==> config.mk <==
export PLATFORM = sky130hd
export DESIGN_NAME = amc_ctrl
export DESIGN_NICKNAME = d
export VERILOG_FILES = /design/src/sv/amc_pkg.sv /design/src/sv/amc_ctrl.sv
export VERILOG_INCLUDE_DIRS = /design/src /design/src/sv
export SDC_FILE = /design/constraint.sdc
export NUM_CORES = 1
export LEC_CHECK = 0
export BUFFER_PORTS_ARGS = -buffer_cell sky130_fd_sc_hd__buf_2
export CAP_MARGIN = 30
export CORE_UTILIZATION = 38
export DETAILED_ROUTE_END_ITERATION = 10
export PLACE_DENSITY = 0.73
export SYNTH_ARGS = -nofsm -noshare
export SYNTH_HDL_FRONTEND = slang
export SYNTH_SLANG_ARGS = --single-unit
==> constraint.sdc <==
create_clock -name clock -period 1.4 [get_ports clock]
set_input_delay 0.35 -clock clock [delete_from_list [all_inputs] [get_ports clock]]
set_output_delay 0.35 -clock clock [all_outputs]
set_load 0.05 [all_outputs]
==> src/sv/assert_macros.svh <==
// assertion macros shared by the allocation map modules
// depends on nothing; taken in by `include where assertions are written
`ifndef ASSERT_MACROS_SVH
`define ASSERT_MACROS_SVH

// same-cycle implication, checked outside reset
`define ASSERT_IMPLIES(label, clk, rst, ante, cons, msg) \
   label: assert property (@(posedge clk) disable iff (rst) (ante) |-> (cons)) \
      else $error(msg);

// next-cycle implication, checked outside reset
`define ASSERT_NEXT(label, clk, rst, ante, cons, msg) \
   label: assert property (@(posedge clk) disable iff (rst) (ante) |=> (cons)) \
      else $error(msg);

`endif

==> src/sv/amc_pkg.sv <==
// types and constants for the allocation map mark/clear unit
// used by amc_ctrl, amc_datapath and the top level; depends on nothing
package amc_pkg;

   // default map size and fixed field widths
   localparam int unsigned MapEntriesDefault = 4096;
   localparam int unsigned IdxW = 12;
   localparam int unsigned LenW = 13;
   localparam int unsigned CntW = 13;

   // map entry codes
   typedef enum logic [1:0] {
      MARK_FREE  = 2'd0,
      MARK_START = 2'd1,
      MARK_CONT  = 2'd2
   } mark_type;

   // request kinds
   typedef enum logic {
      KIND_MARK  = 1'b0,
      KIND_CLEAR = 1'b1
   } kind_type;

   // response status codes
   localparam logic STATUS_OK  = 1'b0;
   localparam logic STATUS_ERR = 1'b1;

   // request and response words
   typedef struct packed {
      kind_type         kind;
      logic [IdxW-1:0]  start_index;
      logic [LenW-1:0]  length;
   } req_type;

   typedef struct packed {
      logic             status;
      logic [CntW-1:0]  entries_changed;
   } rsp_type;

   // controller states
   typedef enum logic [3:0] {
      ST_INIT,
      ST_IDLE,
      ST_CHECK,
      ST_SCAN,
      ST_DRAIN,
      ST_FILL,
      ST_CLR_RD,
      ST_CLR_HEAD,
      ST_CLR_WALK
   } state_type;

   // pointer and counter operations
   typedef enum logic [1:0] {
      PTR_HOLD,
      PTR_START,
      PTR_NEXT
   } ptr_op_type;

   typedef enum logic [1:0] {
      CNT_HOLD,
      CNT_ONE,
      CNT_NEXT
   } cnt_op_type;

   // controller to datapath commands
   typedef struct packed {
      logic        req_load;
      ptr_op_type  ptr_op;
      logic        rd_en;
      logic        rd_next;
      logic        wr_en;
      mark_type    wr_mark;
      cnt_op_type  cnt_op;
      logic        bad_clr;
      logic        rsp_load;
      logic        rsp_err;
      logic        rsp_use_len;
   } cmd_type;

   // datapath to controller status
   typedef struct packed {
      kind_type  kind;
      logic      pre_err;
      logic      ptr_at_start;
      logic      ptr_last_run;
      logic      ptr_at_last;
      logic      ptr_in_map;
      logic      next_in_map;
      logic      scan_bad;
      logic      rd_is_start;
      logic      rd_is_cont;
   } stat_type;

endpackage

==> src/sv/amc_ctrl.sv <==
// controller state machine for the allocation map mark/clear unit
// depends on amc_pkg and assert_macros.svh; drives amc_datapath by command word
`include "assert_macros.svh"

module amc_ctrl (
   input  logic               clock,
   input  logic               reset,
   input  logic               start,
   output logic               busy,
   input  amc_pkg::stat_type  stat,
   output amc_pkg::cmd_type   cmd
);

   amc_pkg::state_type state_ff;
   amc_pkg::state_type state_in;

   // state register
   always_ff @(posedge clock) begin
      if (reset) begin
         state_ff <= amc_pkg::ST_INIT;
      end else begin
         state_ff <= state_in;
      end
   end

   // next state
   always_comb begin
      state_in = state_ff;
      unique case (state_ff)
         amc_pkg::ST_INIT: begin
            if (stat.ptr_at_last) state_in = amc_pkg::ST_IDLE;
         end
         amc_pkg::ST_IDLE: begin
            if (start) state_in = amc_pkg::ST_CHECK;
         end
         amc_pkg::ST_CHECK: begin
            if (stat.pre_err) begin
               state_in = amc_pkg::ST_IDLE;
            end else if (stat.kind == amc_pkg::KIND_MARK) begin
               state_in = amc_pkg::ST_SCAN;
            end else begin
               state_in = amc_pkg::ST_CLR_RD;
            end
         end
         amc_pkg::ST_SCAN: begin
            if (stat.ptr_last_run) state_in = amc_pkg::ST_DRAIN;
         end
         amc_pkg::ST_DRAIN: begin
            state_in = stat.scan_bad ? amc_pkg::ST_IDLE : amc_pkg::ST_FILL;
         end
         amc_pkg::ST_FILL: begin
            if (stat.ptr_last_run) state_in = amc_pkg::ST_IDLE;
         end
         amc_pkg::ST_CLR_RD: begin
            state_in = amc_pkg::ST_CLR_HEAD;
         end
         amc_pkg::ST_CLR_HEAD: begin
            state_in = stat.rd_is_start ? amc_pkg::ST_CLR_WALK : amc_pkg::ST_IDLE;
         end
         amc_pkg::ST_CLR_WALK: begin
            if (!(stat.ptr_in_map && stat.rd_is_cont)) state_in = amc_pkg::ST_IDLE;
         end
         default: begin
            state_in = amc_pkg::ST_IDLE;
         end
      endcase
   end

   // command outputs
   always_comb begin
      cmd             = '0;
      cmd.ptr_op      = amc_pkg::PTR_HOLD;
      cmd.cnt_op      = amc_pkg::CNT_HOLD;
      cmd.wr_mark     = amc_pkg::MARK_FREE;
      busy            = 1'b1;
      unique case (state_ff)
         amc_pkg::ST_INIT: begin
            // clearing pass, one entry per cycle
            cmd.wr_en  = 1'b1;
            cmd.ptr_op = amc_pkg::PTR_NEXT;
         end
         amc_pkg::ST_IDLE: begin
            busy         = 1'b0;
            cmd.req_load = start;
         end
         amc_pkg::ST_CHECK: begin
            cmd.ptr_op  = amc_pkg::PTR_START;
            cmd.bad_clr = 1'b1;
            if (stat.pre_err) begin
               cmd.rsp_load = 1'b1;
               cmd.rsp_err  = 1'b1;
            end
         end
         amc_pkg::ST_SCAN: begin
            // read one entry per cycle, checked in the cycle after the read
            cmd.rd_en  = 1'b1;
            cmd.ptr_op = amc_pkg::PTR_NEXT;
         end
         amc_pkg::ST_DRAIN: begin
            cmd.ptr_op = amc_pkg::PTR_START;
            if (stat.scan_bad) begin
               cmd.rsp_load = 1'b1;
               cmd.rsp_err  = 1'b1;
            end
         end
         amc_pkg::ST_FILL: begin
            cmd.wr_en   = 1'b1;
            cmd.wr_mark = stat.ptr_at_start ? amc_pkg::MARK_START : amc_pkg::MARK_CONT;
            cmd.ptr_op  = amc_pkg::PTR_NEXT;
            if (stat.ptr_last_run) begin
               cmd.rsp_load    = 1'b1;
               cmd.rsp_use_len = 1'b1;
            end
         end
         amc_pkg::ST_CLR_RD: begin
            cmd.rd_en = 1'b1;
         end
         amc_pkg::ST_CLR_HEAD: begin
            if (stat.rd_is_start) begin
               cmd.wr_en   = 1'b1;
               cmd.rd_en   = stat.next_in_map;
               cmd.rd_next = 1'b1;
               cmd.ptr_op  = amc_pkg::PTR_NEXT;
               cmd.cnt_op  = amc_pkg::CNT_ONE;
            end else begin
               cmd.rsp_load = 1'b1;
               cmd.rsp_err  = 1'b1;
            end
         end
         amc_pkg::ST_CLR_WALK: begin
            // free continuation entries while reading the one after
            if (stat.ptr_in_map && stat.rd_is_cont) begin
               cmd.wr_en   = 1'b1;
               cmd.rd_en   = stat.next_in_map;
               cmd.rd_next = 1'b1;
               cmd.ptr_op  = amc_pkg::PTR_NEXT;
               cmd.cnt_op  = amc_pkg::CNT_NEXT;
            end else begin
               cmd.rsp_load = 1'b1;
            end
         end
         default: begin
            busy = 1'b1;
         end
      endcase
   end

   // assertions
   `ASSERT_NEXT(a_rsp_then_idle, clock, reset, cmd.rsp_load, state_ff == amc_pkg::ST_IDLE,
      "response issued without return to idle")
   `ASSERT_IMPLIES(a_no_write_on_entry, clock, reset,
      state_ff == amc_pkg::ST_IDLE || state_ff == amc_pkg::ST_CHECK, !cmd.wr_en,
      "map written before a request was checked")

endmodule

==> results.yml, run 1 <==
status:
  status: "did not finish"
  failed_stage: "clock tree synthesis"
  error: "[ERROR DPL-0038] Utilization greater than 100%, impossible to legalize"
place:
  routabilityCongestion: 0.866
  dp_hpwl_um: 1290
  numPortBuffers: 27
cts:
  cts.sink_count: 4
  cts_buffers: 3
  cts_setup_buffers: 9
  postCtsHoldBufs: 0
  htree_levels: 1
  cts_buffer_depth: 2
  ctsResizeCount: 64
  cts_root_buf: "clkbuf_4"
synthesis:
  synth_nets: 83
  ys_warn_count: 0
  synth_area_sq_um: 512
  ys_types: 33
  yosys.area.top_type: "dfxtp_1"
  ys_seq_area_frac: 0.156
  synthTopCellsByArea: "dfxtp_1 (16%), nor2b_1 (8.6%), nor2_1 (5.9%)"
  yosys.area.top_type_share: 0.156
  netlist_instances: 70
  synth_area_per_cell_sq_um: 7.31
  ys_seq_elements: 4
floorplanning:
  io_pins: 28
  die-height_um: 38.7
  start_util: 0.437
  num_rows: 12
  die_x_um: 38.7
## cells in the mapped netlist
master	n
nor4bb_4	1
a211oi_1	1
xnor2_1	1
nor3_1	3
nor2_1	8
nor2_2	2
o31ai_1	1
nor3_2	1
inv_2	1
nand2b_1	2
o32ai_1	1
buf_2	3
a211oi_2	1
nor4_1	1
mux2_4	1
and3_1	4
buf_6	1
a32o_1	1
a22o_1	1
nand3b_1	2
xor2_1	1
o21ai_0	3
buf_4	1
a21oi_1	3
and2_1	1
mux2i_1	1
a31oi_1	2
a311o_1	1
inv_1	2
nand2_1	6
dfxtp_1	4
nor3b_2	1
nor2b_1	7
## cell families after synthesis
group	after synthesis	synth area share
mux	2	0.0489
buf+inv	8	0.0880
flops	4	0.156
simple gates	39	0.462
xor+xnor	2	0.0342
compound gates	15	0.210
## per-stage QoR
stage                     setup WS, ps  instance area (sq um)  hold WS, ps  setup TNS (ps)  instances
after floorplan                   -702                    618          419           -2750         70
after global placement            -296                    913          586           -2710        130
after detailed placement          -336                    913          587           -3150        130
==> inputs of run 2 (changes only) <==
- CORE_AREA: default -> 2 2 63 65
- CORE_UTILIZATION: 38 -> default
- DIE_AREA: default -> 0 0 65 67
- PLACE_DENSITY: 0.73 -> default
- PLACE_DENSITY_LB_ADDON: default -> 0.15
- clock period: 1.4 -> 1.8 ns (I/O delays scaled with it)
==> run 2 against run 1 <==
Effect of this change:
- area after synthesis is the same
- the flow now finishes, with violations (negative setup slack)
- synthesized cell count unchanged
==> results.yml, run 2 <==
synthesis:
  synthMuxAreaShare: 0.0489
  synth_area_per_cell_sq_um: 7.31
  yosys.cell_count.top_type: "nor2_1"
  ys_warn_count: 0
  synth_nets: 83
  synth-xor-area-share: 0.0342
  synthTopCellsByArea: "dfxtp_1 (16%), nor2b_1 (8.6%), nor2_1 (5.9%)"
  ys_seq_elements: 4
  yosys.area.top_type_share: 0.156
  synth_area_sq_um: 512
  yosys_most_used_dff: "dfxtp_1"
  synthArstFlopShare: 0
  ys_types: 33
  synth-edff-count: 0
  ys_seq_area_frac: 0.156
  netlist_instances: 70
  synthSimpleGateAreaFrac: 0.462
  synth_fa_ha_area_frac: 0
  synth-compound-area-share: 0.210
  synth_top_family_by_area: "simple AND/OR/NAND/NOR gates"
  synth_common_cells: "nor2_1 (8), nor2b_1 (7), nand2_1 (6), and3_1 (4), dfxtp_1 (4)"
  yosys.area.top_type: "dfxtp_1"
layout:
  regMostFlops: "state_ff"
  final_nets: 132
  area_growth_pct: 113
  final_cell_mix: "buf_4 (20), buf_2 (16), buf_6 (10), nand2_1 (6)"
  largest_register_ffs: 4
  diodes: 0
  drive_gt1_frac: 0.667
  final_common_cell: "buf_4"
  reg_top3: "state_ff: 4 flops"
timing:
  finalCritPeriodShare: 1.12
  finalClockSkew_ps: 5.08
  min_period_ps: 2010
  setup_ws_ps: -214
  hold_viol_final: 0
  rsz0062_at_grt: "yes"
  slew_headroom: 0.673
  fmax_ghz: 0.497
  tightest_slew_ps: 488
  drv_slew: 0
  setup_viol: 7
  setup_tns_ps: -935
setup_path:
  cp_max_fo: 7
  crit_path_start_kind: "flip-flop"
  crit_chain: "buf_6 > nor3_4 > nor3b_4 > nor2_4 > inv_4 > a32o_2 > buf_6"
  end_kind: "output pin"
  rr_startpoint: "state_ff[2]$_SDFFE_PP0P_"
  cp_num_buf_inv: 3
  critical_path.max_stage_delay_ps: 350
  worstSetupPathType: "flip-flop to output pin"
  cp_slowest_cell: "dfxtp_4"
  cp.arrival_ps: 1560
  cp.required_ps: 1350
  cpMostUsedCell: "buf_6"
  critPathTopFamily: "simple AND/OR/NAND/NOR gates"
  crit_start: "state_ff[2]$_SDFFE_PP0P_"
drt:
  ant_nets: 0
  viasPerCell: 4.16
  dr.pass1.iters: 4
  wl_per_cell_um: 11.5
  vias: 687
  drt-initial-drc-count: 8
  routed_wl_um: 1900
  drc_errors: 0
cts:
  cts_root_buf: "clkbuf_8"
  postCtsHoldBufs: 0
  clkTransAtPathRegs_ps: 30
  htree_levels: 1
  cts.sink_count: 4
  cts_buffer_depth: 2
  cts_buffers: 3
  cts_tree: "built"
  insertion_delay_ps: 220
power:
  pwr_density_cell_nw_per_um2: 1320
  pwr-share-clk: 0.132
  cellLeakagePower_nw: 0.480
  p_int_mw: 0.752
  seqPwrFrac: 0.108
  power_switching_mw: 0.683
  switching_share: 0.476
  irDropWorstVdd_mv: 0.561
  pwr-share-comb: 0.760
floorplanning:
  core-area_sq_um: 3610
  start_util: 0.142
  die_x_um: 65
  io_pins: 28
  dieArea_sq_um: 4360
  num_rows: 22
  die-height_um: 67
min_path:
  hold_path.class: "primary input to flip-flop"
  hp-start: "reset"
grt:
  grt_util_all_layers: 0.0929
  overflow: 0
  antenna_found_initial: 0
  grt_max_degree: 12
  grt_pass1_vias: 632
  grt_pass1_wl_um: 3020
place:
  pre_cts_ws_ps: -112
  numPortBuffers: 27
  routabilityCongestion: 0.726
  dp_hpwl_um: 1540
status:
  violations: "negative setup slack"
  status: "finished, violations left"
flow_run:
  drv_cap: 0
run 2: path summary, 6_finish.rpt:
check	cells after the start	end	slack [ps]
setup reg to reg	5	state_ff[2]$_SDFFE_PP0P_	280
hold / removal	2	state_ff[3]$_SDFFE_PP0P_	450
setup / recovery	7	cmd[10]	-210
hold reg to reg	2	state_ff[1]$_SDFFE_PP0P_	690
run 2: cell families (layout without fill, tap and decap cells):
group	Yosys count	after routing
multiplexers	2	2
XOR/XNOR	2	2
AO/OA/AOI/OAI	15	15
buffers and inverters	8	55
flip-flops	4	4
AND/OR/NAND/NOR	39	39
run 2: final cells by class:
cell class | count | area (sq um)
Inverter | 3 | 13.8
Timing Repair Buffer | 49 | 388
Multi-Input combinational cell | 58 | 498
Clock buffer | 3 | 41.3
Fill cell | 397 | 2520
Sequential cell | 4 | 88.8
Tap cell | 48 | 60.1
run 2: power by group through the flow:
stage               Combinational, mW  Clock (mW)  Sequential (mW)
floorplan                       0.664           0            0.148
global placement                0.911           0            0.156
detailed placement              0.916           0            0.154
CTS                             0.996       0.198            0.155
global route                     1.16       0.205            0.159
finish                           1.09       0.190            0.154
run 2: through the flow:
step	total power [mW]	instances	area, sq um	util	hold WS (ps)
floorplan	0.813	70	577	-	519
global placement	1.07	158	873	0.242	658
detailed placement	1.07	158	873	0.242	653
CTS	1.35	163	997	0.277	446
global route	1.53	165	1090	0.302	468
finish	1.44	165	1090	0.302	448
run 2: metal layers:
metal	vias to the layer above	track usage	part of all wire	routed length [um]
li1	344	-	-	-
met1	321	0.124	0.47	882
met2	22	0.148	0.47	885
met3	0	0.0338	0.068	128
met4	0	0.00798	0	0
met5	-	0	0	0
run 2: timing repair:
item	4_1_cts	5_1_grt
gates cloned	0	0
gates resized for setup	23	19
pin swaps	1	3
setup endpoints to repair	15	14
buffers inserted	2	3
No activity file was read; power rests on OpenSTA's default activity.
